[src/hdl/dcc_pkg.sv]
// Shared types and constants for the graph cursor editor with cycle check.
// Used by the top level; the generic RAM has no package dependency.
package dcc_pkg;

  localparam int ROWS      = 32;          // adjacency rows held
  localparam int ROW_W     = 32;          // parent bits per row
  localparam int IDX_W     = 5;           // row / column index width
  localparam int CNT_W     = 6;           // node count width
  localparam int MAX_NODES_DEF = 32;
  localparam logic [CNT_W-1:0] NODE_COUNT_RST = 6'd32;
  localparam logic [CNT_W-1:0] MIN_NODES      = 6'd2;

  localparam logic [1:0] CMD_STEP  = 2'd0;
  localparam logic [1:0] CMD_ROW   = 2'd1;
  localparam logic [1:0] CMD_PLACE = 2'd2;

  localparam logic [2:0] MV_LEFT  = 3'd1;
  localparam logic [2:0] MV_RIGHT = 3'd2;
  localparam logic [2:0] MV_UP    = 3'd3;
  localparam logic [2:0] MV_DOWN  = 3'd4;

  localparam logic [1:0] ARC_ADD = 2'd1;
  localparam logic [1:0] ARC_DEL = 2'd2;

  typedef struct packed {
    logic [1:0]       command;
    logic [2:0]       move;
    logic [1:0]       arc_op;
    logic [IDX_W-1:0] row_index;
    logic [ROW_W-1:0] row_bits;
    logic [IDX_W-1:0] set_row;
    logic [IDX_W-1:0] set_col;
  } in_item_t;

  typedef struct packed {
    logic [IDX_W-1:0] cursor_row;
    logic [IDX_W-1:0] cursor_col;
    logic             rejected;
    logic             arc_at_cursor;
  } out_item_t;

endpackage

[src/hdl/dcc_ram.sv]
// Generic single-write, single-read synchronous RAM with registered read data.
// No dependencies.
module dcc_ram #(
  parameter int WIDTH = 32,
  parameter int DEPTH = 32
) (
  input  logic                     clk,
  input  logic                     we,
  input  logic [$clog2(DEPTH)-1:0] waddr,
  input  logic [WIDTH-1:0]         wdata,
  input  logic                     re,
  input  logic [$clog2(DEPTH)-1:0] raddr,
  output logic [WIDTH-1:0]         rdata
);

  logic [WIDTH-1:0] mem [DEPTH];

  always_ff @(posedge clk) begin
    if (we) begin
      mem[waddr] <= wdata;
    end
    if (re) begin
      rdata <= mem[raddr];
    end
  end

endmodule

[src/hdl/dag_cursor_edit_with_cycle_check_core.sv]
// Graph cursor editor: adjacency matrix in one RAM, cursor moves, arc edits, Kahn cycle check.
// Load commands: fetch, then output. Step: row read, edit write, 1 .. n peeling sweeps (n =
// board size), undo on reject, fetch, output; each sweep reads one adjacency row per cycle
// through the single RAM read port. One transaction in flight; output register frees the input.
// Synchronous active-low reset: empty graph (per-row valid bits), cursor 0, node_count 32.
// Depends on dcc_pkg and dcc_ram.
module dag_cursor_edit_with_cycle_check_core
  import dcc_pkg::*;
#(
  parameter int MAX_NODES = MAX_NODES_DEF
) (
  input  logic             clk,
  input  logic             rst_n,
  input  logic             in_valid,
  output logic             in_ready,
  input  in_item_t         in_data,
  output logic             out_valid,
  input  logic             out_ready,
  output out_item_t        out_data,
  input  logic             cfg_we,
  input  logic [CNT_W-1:0] cfg_wdata
);

  localparam int BOARD_LIM_I = (MAX_NODES < ROWS) ? MAX_NODES : ROWS;
  localparam logic [CNT_W-1:0] BOARD_LIM = CNT_W'(BOARD_LIM_I);

  typedef enum logic [5:0] {
    S_IDLE  = 6'b000001,
    S_EDIT  = 6'b000010,
    S_PEEL  = 6'b000100,
    S_UNDO  = 6'b001000,
    S_FETCH = 6'b010000,
    S_OUT   = 6'b100000
  } state_t;

  state_t           state_r, state_nxt;
  logic [CNT_W-1:0] node_count_r, node_count_nxt;
  logic [IDX_W-1:0] cur_row_r, cur_row_nxt, cur_col_r, cur_col_nxt;
  logic [IDX_W-1:0] tgt_row_r, tgt_row_nxt, tgt_col_r, tgt_col_nxt;
  logic [1:0]       arc_op_r, arc_op_nxt;
  logic [ROW_W-1:0] saved_r, saved_nxt;
  logic [ROW_W-1:0] act_r, act_nxt;
  logic             iss_en_r, iss_en_nxt, chk_en_r, chk_en_nxt;
  logic [IDX_W-1:0] iss_idx_r, iss_idx_nxt, chk_idx_r, chk_idx_nxt;
  logic             drop_any_r, drop_any_nxt;
  logic             rejected_r, rejected_nxt;
  logic [ROWS-1:0]  vld_r;
  logic             rd_vld_r;
  logic             out_valid_r, out_valid_nxt;
  out_item_t        out_data_r, out_data_nxt;

  logic             ram_we, ram_re;
  logic [IDX_W-1:0] ram_waddr, ram_raddr;
  logic [ROW_W-1:0] ram_wdata, ram_rdata;

  logic [CNT_W-1:0] board_n;
  logic [IDX_W-1:0] last_idx;
  logic [ROW_W-1:0] board_mask;
  logic [ROW_W-1:0] row_eff;
  logic [ROW_W-1:0] edited;
  logic [ROW_W-1:0] act_after;
  logic             drop;
  logic [IDX_W-1:0] mv_row, mv_col;

  dcc_ram #(
    .WIDTH (ROW_W),
    .DEPTH (ROWS)
  ) u_adj_ram (
    .clk   (clk),
    .we    (ram_we),
    .waddr (ram_waddr),
    .wdata (ram_wdata),
    .re    (ram_re),
    .raddr (ram_raddr),
    .rdata (ram_rdata)
  );

  // board size clamped to MIN_NODES .. BOARD_LIM
  always_comb begin
    board_n = node_count_r;
    if (board_n < MIN_NODES) begin
      board_n = MIN_NODES;
    end else if (board_n > BOARD_LIM) begin
      board_n = BOARD_LIM;
    end
  end

  assign last_idx   = IDX_W'(board_n - 6'd1);
  assign board_mask = ~({ROW_W{1'b1}} << board_n);
  // rows never written read as empty
  assign row_eff    = rd_vld_r ? ram_rdata : '0;

  // cursor move candidate for a step
  always_comb begin
    mv_row = cur_row_r;
    mv_col = cur_col_r;
    if (in_data.move == MV_LEFT) begin
      if (cur_col_r != '0) mv_col = cur_col_r - 5'd1;
    end else if (in_data.move == MV_RIGHT) begin
      if (({1'b0, cur_col_r} + 6'd1) < board_n) mv_col = cur_col_r + 5'd1;
    end else if (in_data.move == MV_UP) begin
      if (cur_row_r != '0) mv_row = cur_row_r - 5'd1;
    end else if (in_data.move == MV_DOWN) begin
      if (({1'b0, cur_row_r} + 6'd1) < board_n) mv_row = cur_row_r + 5'd1;
    end
  end

  always_comb begin
    edited = row_eff;
    if (arc_op_r == ARC_ADD) begin
      edited[tgt_col_r] = 1'b1;
    end else if (arc_op_r == ARC_DEL) begin
      edited[tgt_col_r] = 1'b0;
    end
  end

  // peel check on the row returned this cycle
  always_comb begin
    drop      = chk_en_r && act_r[chk_idx_r] && ((row_eff & act_r) == '0);
    act_after = act_r;
    if (drop) act_after[chk_idx_r] = 1'b0;
  end

  always_comb begin
    state_nxt      = state_r;
    node_count_nxt = cfg_we ? cfg_wdata : node_count_r;
    cur_row_nxt    = cur_row_r;
    cur_col_nxt    = cur_col_r;
    tgt_row_nxt    = tgt_row_r;
    tgt_col_nxt    = tgt_col_r;
    arc_op_nxt     = arc_op_r;
    saved_nxt      = saved_r;
    act_nxt        = act_r;
    iss_en_nxt     = iss_en_r;
    iss_idx_nxt    = iss_idx_r;
    chk_en_nxt     = 1'b0;
    chk_idx_nxt    = chk_idx_r;
    drop_any_nxt   = drop_any_r;
    rejected_nxt   = rejected_r;
    out_valid_nxt  = out_valid_r && !out_ready;
    out_data_nxt   = out_data_r;
    ram_we         = 1'b0;
    ram_waddr      = tgt_row_r;
    ram_wdata      = edited;
    ram_re         = 1'b0;
    ram_raddr      = cur_row_r;
    in_ready       = 1'b0;

    unique case (state_r)
      S_IDLE: begin
        in_ready = 1'b1;
        if (in_valid) begin
          rejected_nxt = 1'b0;
          state_nxt    = S_FETCH;
          unique case (in_data.command)
            CMD_STEP: begin
              tgt_row_nxt = mv_row;
              tgt_col_nxt = mv_col;
              arc_op_nxt  = in_data.arc_op;
              ram_re      = 1'b1;
              ram_raddr   = mv_row;
              state_nxt   = S_EDIT;
            end
            CMD_ROW: begin
              ram_we    = 1'b1;
              ram_waddr = in_data.row_index;
              ram_wdata = in_data.row_bits;
            end
            CMD_PLACE: begin
              cur_row_nxt = in_data.set_row;
              cur_col_nxt = in_data.set_col;
            end
            default: ;
          endcase
        end
      end
      S_EDIT: begin
        saved_nxt    = row_eff;
        ram_we       = 1'b1;
        act_nxt      = board_mask;
        iss_en_nxt   = 1'b1;
        iss_idx_nxt  = '0;
        drop_any_nxt = 1'b0;
        state_nxt    = S_PEEL;
      end
      S_PEEL: begin
        ram_re       = iss_en_r;
        ram_raddr    = iss_idx_r;
        chk_en_nxt   = iss_en_r;
        chk_idx_nxt  = iss_idx_r;
        if (iss_en_r) begin
          if (iss_idx_r == last_idx) iss_en_nxt = 1'b0;
          else iss_idx_nxt = iss_idx_r + 5'd1;
        end
        act_nxt      = act_after;
        drop_any_nxt = drop_any_r | drop;
        // end of a sweep
        if (chk_en_r && chk_idx_r == last_idx) begin
          if (act_after == '0) begin
            cur_row_nxt = tgt_row_r;
            cur_col_nxt = tgt_col_r;
            state_nxt   = S_FETCH;
          end else if (drop_any_r || drop) begin
            iss_en_nxt   = 1'b1;
            iss_idx_nxt  = '0;
            drop_any_nxt = 1'b0;
          end else begin
            rejected_nxt = 1'b1;
            state_nxt    = S_UNDO;
          end
        end
      end
      S_UNDO: begin
        ram_we    = 1'b1;
        ram_wdata = saved_r;
        state_nxt = S_FETCH;
      end
      S_FETCH: begin
        ram_re    = 1'b1;
        state_nxt = S_OUT;
      end
      S_OUT: begin
        if (!out_valid_r || out_ready) begin
          out_valid_nxt              = 1'b1;
          out_data_nxt.cursor_row    = cur_row_r;
          out_data_nxt.cursor_col    = cur_col_r;
          out_data_nxt.rejected      = rejected_r;
          out_data_nxt.arc_at_cursor = row_eff[cur_col_r];
          state_nxt                  = S_IDLE;
        end
      end
      default: state_nxt = S_IDLE;
    endcase
  end

  always_ff @(posedge clk) begin
    if (!rst_n) begin
      state_r      <= S_IDLE;
      node_count_r <= NODE_COUNT_RST;
      cur_row_r    <= '0;
      cur_col_r    <= '0;
      act_r        <= '0;
      iss_en_r     <= 1'b0;
      chk_en_r     <= 1'b0;
      drop_any_r   <= 1'b0;
      rejected_r   <= 1'b0;
      vld_r        <= '0;
      rd_vld_r     <= 1'b0;
      out_valid_r  <= 1'b0;
    end else begin
      state_r      <= state_nxt;
      node_count_r <= node_count_nxt;
      cur_row_r    <= cur_row_nxt;
      cur_col_r    <= cur_col_nxt;
      act_r        <= act_nxt;
      iss_en_r     <= iss_en_nxt;
      chk_en_r     <= chk_en_nxt;
      drop_any_r   <= drop_any_nxt;
      rejected_r   <= rejected_nxt;
      out_valid_r  <= out_valid_nxt;
      if (ram_we) vld_r[ram_waddr] <= 1'b1;
      if (ram_re) rd_vld_r <= vld_r[ram_raddr];
    end
  end

  always_ff @(posedge clk) begin
    tgt_row_r  <= tgt_row_nxt;
    tgt_col_r  <= tgt_col_nxt;
    arc_op_r   <= arc_op_nxt;
    saved_r    <= saved_nxt;
    iss_idx_r  <= iss_idx_nxt;
    chk_idx_r  <= chk_idx_nxt;
    out_data_r <= out_data_nxt;
  end

  assign out_valid = out_valid_r;
  assign out_data  = out_data_r;

  a_act_in_board: assert property (@(posedge clk) disable iff (!rst_n)
    (state_r == S_PEEL) |-> ((act_r & ~board_mask) == '0))
    else $error("peel mask holds nodes outside the board");

  a_undo_cause: assert property (@(posedge clk) disable iff (!rst_n)
    (state_r == S_UNDO) |-> (rejected_r && act_r != '0))
    else $error("undo without surviving nodes");

  a_one_in_flight: assert property (@(posedge clk) disable iff (!rst_n)
    (in_valid && in_ready) |=> !in_ready)
    else $error("second transaction accepted while one is in work");

  a_check_in_peel: assert property (@(posedge clk) disable iff (!rst_n)
    chk_en_r |-> (state_r == S_PEEL))
    else $error("row check outside peeling");

endmodule
[config.mk]
export PLATFORM = sky130hd
export DESIGN_NAME = dag_cursor_edit_with_cycle_check_core
export DESIGN_NICKNAME = d
export VERILOG_FILES = /design/src/hdl/dcc_pkg.sv /design/src/hdl/dcc_ram.sv /design/src/hdl/dag_cursor_edit_with_cycle_check_core.sv
export SDC_FILE = /design/constraint.sdc
export NUM_CORES = 2
export LEC_CHECK = 0
export BUFFER_PORTS_ARGS = -buffer_cell sky130_fd_sc_hd__buf_4
export CORE_UTILIZATION = 63
export DETAILED_ROUTE_END_ITERATION = 8
export PLACE_DENSITY = 0.86
export SKIP_CTS_REPAIR_TIMING = 1
export SLEW_MARGIN = 20
export SYNTH_ARGS = -nofsm -noshare
export SYNTH_HDL_FRONTEND = slang
export SYNTH_SLANG_ARGS = --single-unit
[constraint.sdc]
create_clock -name clk -period 4.7 [get_ports clk]
set_input_delay 0.705 -clock clk [delete_from_list [all_inputs] [get_ports clk]]
set_output_delay 0.705 -clock clk [all_outputs]
set_load 0.05 [all_outputs]
==> metrics.yaml <==
pwr-share-clk_pct: 31.9
drv_cap: 1
worstMarginPinSlew_ns: 1.54
grt_start_max_net_pins: 99
vias: 38800
hp-class: "input port to register"
die_area_um2: 83400
synth-warning-count: 0
syn-instance-count: 4151
synth-xor-area-share_pct: 0.422
syn_area_um2: 51800
area_delta_synth_final_pct: 13.3
finalSetupViolations: 2
peakVddDrop_uv: 364
p_int_mw: 19.8
power_density_nw_per_um2: 492
synth-edff-count: 1122
drc: 2
clk_pin_slew_ns: 0.06
layout_setup_ws_ns: -0.112
avgSynthCellArea_um2: 12.5
ant_nets: 0
clk_path_buf_depth: 3
synthFlopType: "edfxtp_1"
grt_pass1_wl_mm: 235
sequentialPowerShare_pct: 45.7
switchingPower_mw: 9.13
port_buffers: 78
swShare_pct: 31.6
mostFrequentLayoutCell: "edfxtp_1"
synth-simple-area-share_pct: 14.5
crit_required_ns: 5.23
final_nets: 4320
setup.worst_path.end_class: "register"
skew_ns: 0.0774
async_flop_share_pct: 0
final_cell_mix: "edfxtp_1, nand2_1, nand3_1, buf_4, mux2i_1"
clkSinkCount: 1214
finalSetupTns_ns: -0.119
cp.arrival_ns: 5.35
die_x_um: 289
leakage_nw: 20.4
failed_checks: "DRC, capacitance limit, slew limit, setup timing"
antenna_found_initial: 3
finish.utilization_pct: 72.6
first_pass_iters: 9
grt_setup_unrepaired: "no"
multi_input_area_um2: 15400
finalCritPeriodShare_pct: 102
insertion_delay_ns: 0.74
drive_gt1_share_pct: 12.9
critPathKind: "register to register"
synth.mux.area_fraction_pct: 3.57
dp_hpwl_mm: 95.3
power.share.combinational_pct: 22.4
place.gp.congestion: 0.998
synth-adder-area-share_pct: 0.434
htree_levels: 3
wl_per_cell_um: 30.4
drv_slew: 15
fillers: 4725
timing.fmax_mhz: 208
core_area_um2: 80900
grt_pass1_vias: 37400
grt_overflow_total: 0
synth_top_family_by_area: "simple AND/OR/NAND/NOR gates"
cts_tree: "built"
worstPathMaxFanout: 14
ff_latch_area_um2: 35500
start_util_pct: 64.0
p_total_mw: 28.9
synth.distinct_cells: 87
avgViaCountPerCell: 7.19
drt_iter0_drc: 7025
cts_buffers: 112
synth-seq-cells: 1214
routed_wirelength_mm: 164
grt_usage_pct: 38.7
root_buffer: "clkbuf_16"
startpoint_type: "register"
relSlewSlack_pct: -2.82
synth_compound_area_share_pct: 9.54
synth_fp_nets: 4234
ios: 79
hold_viol_final: 0
die_h_um: 289
outcome: "complete, but fails checks"
floorplan.rows: 104
period_needed_ns: 4.81
seq_area_frac_synth_pct: 68.6
[metal layers]
metal  global-route usage, %  routed length [um]
met1                    47.7               51900
met2                    58.3               72300
met3                    12.4               26000
met4                    26.7               13900
met5                       0                  11
[critical path, stage by stage, from the launching register on]
cell and delay [ns]:
dfxtp_1 0.49, inv_1 0.22, ha_1 0.40, ha_1 0.23, a211oi_1 0.19, nand4_1 0.16
o2111ai_1 0.16, nand3_1 0.20, a221oi_2 0.40, o31ai_4 0.29, nor2_2 1.22, a221oi_1 0.37
a211oi_1 0.34
[sequential cells by signal, indices dropped and copies added, names as in the netlist, 2 cells and up]
name             flops
iss_idx_r            5
tgt_col_r            5
u_adj_ram.rdata     32
tgt_row_r            5
arc_op_r             2
u_adj_ram.mem     1024
saved_r             32
cur_col_r            5
vld_r               32
cur_row_r            5
chk_idx_r            5
state_r              6
node_count_r         6
out_data            12
act_r               32
[final cells by class]
| type | count | area share (%) |
|---|---|---|
| Clock inverter | 79 | 1.34 |
| Multi-Input combinational cell | 2590 | 26.2 |
| Inverter | 63 | 0.405 |
| Antenna cell | 5 | 0.0213 |
| Timing Repair Buffer | 256 | 4.30 |
| Sequential cell | 1214 | 60.5 |
| Clock buffer | 132 | 4.97 |
| Tap cell | 1060 | 2.26 |
[power by group through the flow]
stage | sequential (mW) | clock [mW] | combinational, mW
finish | 13.2 | 9.23 | 6.47
global route | 13.2 | 9.58 | 6.70
CTS | 13.2 | 9.20 | 6.17
detailed placement | 13.4 | 0 | 6.07
global placement | 13.4 | 0 | 5.85
floorplan | 13.2 | 0 | 3.69
[Yosys cell counts, types with 26 or more instances]
cell type / n / area (um^2)
nand3_1: 415 / 2080
nand2b_1: 26 / 163
mux2i_1: 160 / 1600
a221oi_1: 69 / 604
edfxtp_1: 1122 / 33700
and3_1: 134 / 838
nand2_1: 819 / 3070
nor3_1: 28 / 140
a21oi_1: 143 / 716
a211oi_1: 96 / 721
buf_2: 94 / 470
dfxtp_1: 92 / 1840
a31oi_1: 69 / 432
nor2_1: 156 / 586
o21ai_0: 104 / 521
inv_1: 61 / 229
o31ai_1: 29 / 218
clkbuf_1: 143 / 537
o221ai_1: 72 / 631
[cell families (layout without fill, tap and decap cells)]
family,count (synthesis),count (layout)
buffers and inverters,348,530
and+or+nand+nor,1669,1670
other,0,5
adders and majority gates,18,18
muxes,172,172
AOI/OAI and AO/OA,705,705
xor gates and xnor gates,25,25
DFF,1214,1214
[worst paths after layout]
check | start | end | slack, ns | cells after the start
setup / recovery | cur_row_r[0] | u_adj_ram.rdata[16] | -0.11 | 12
setup reg to reg | cur_row_r[0] | u_adj_ram.rdata[16] | -0.11 | 12
hold reg to reg | rejected_r | out_data[1] | 0.45 | 0
hold / removal | in_data[47] | arc_op_r[0] | 0.19 | 1
[through the flow]
step                hold slack [ns]  cell area, um^2  setup slack, ns  std cells
floorplan                     0.403            51800            0.415       4151
global placement              0.429            54900            0.344       5175
detailed placement            0.434            54900            0.203       5177
CTS                           0.172            58600            0.137       5388
global route                  0.181            58700           0.0240       5394
finish                        0.192            58700           -0.112       5399
(Power assumes the default switching activity.)
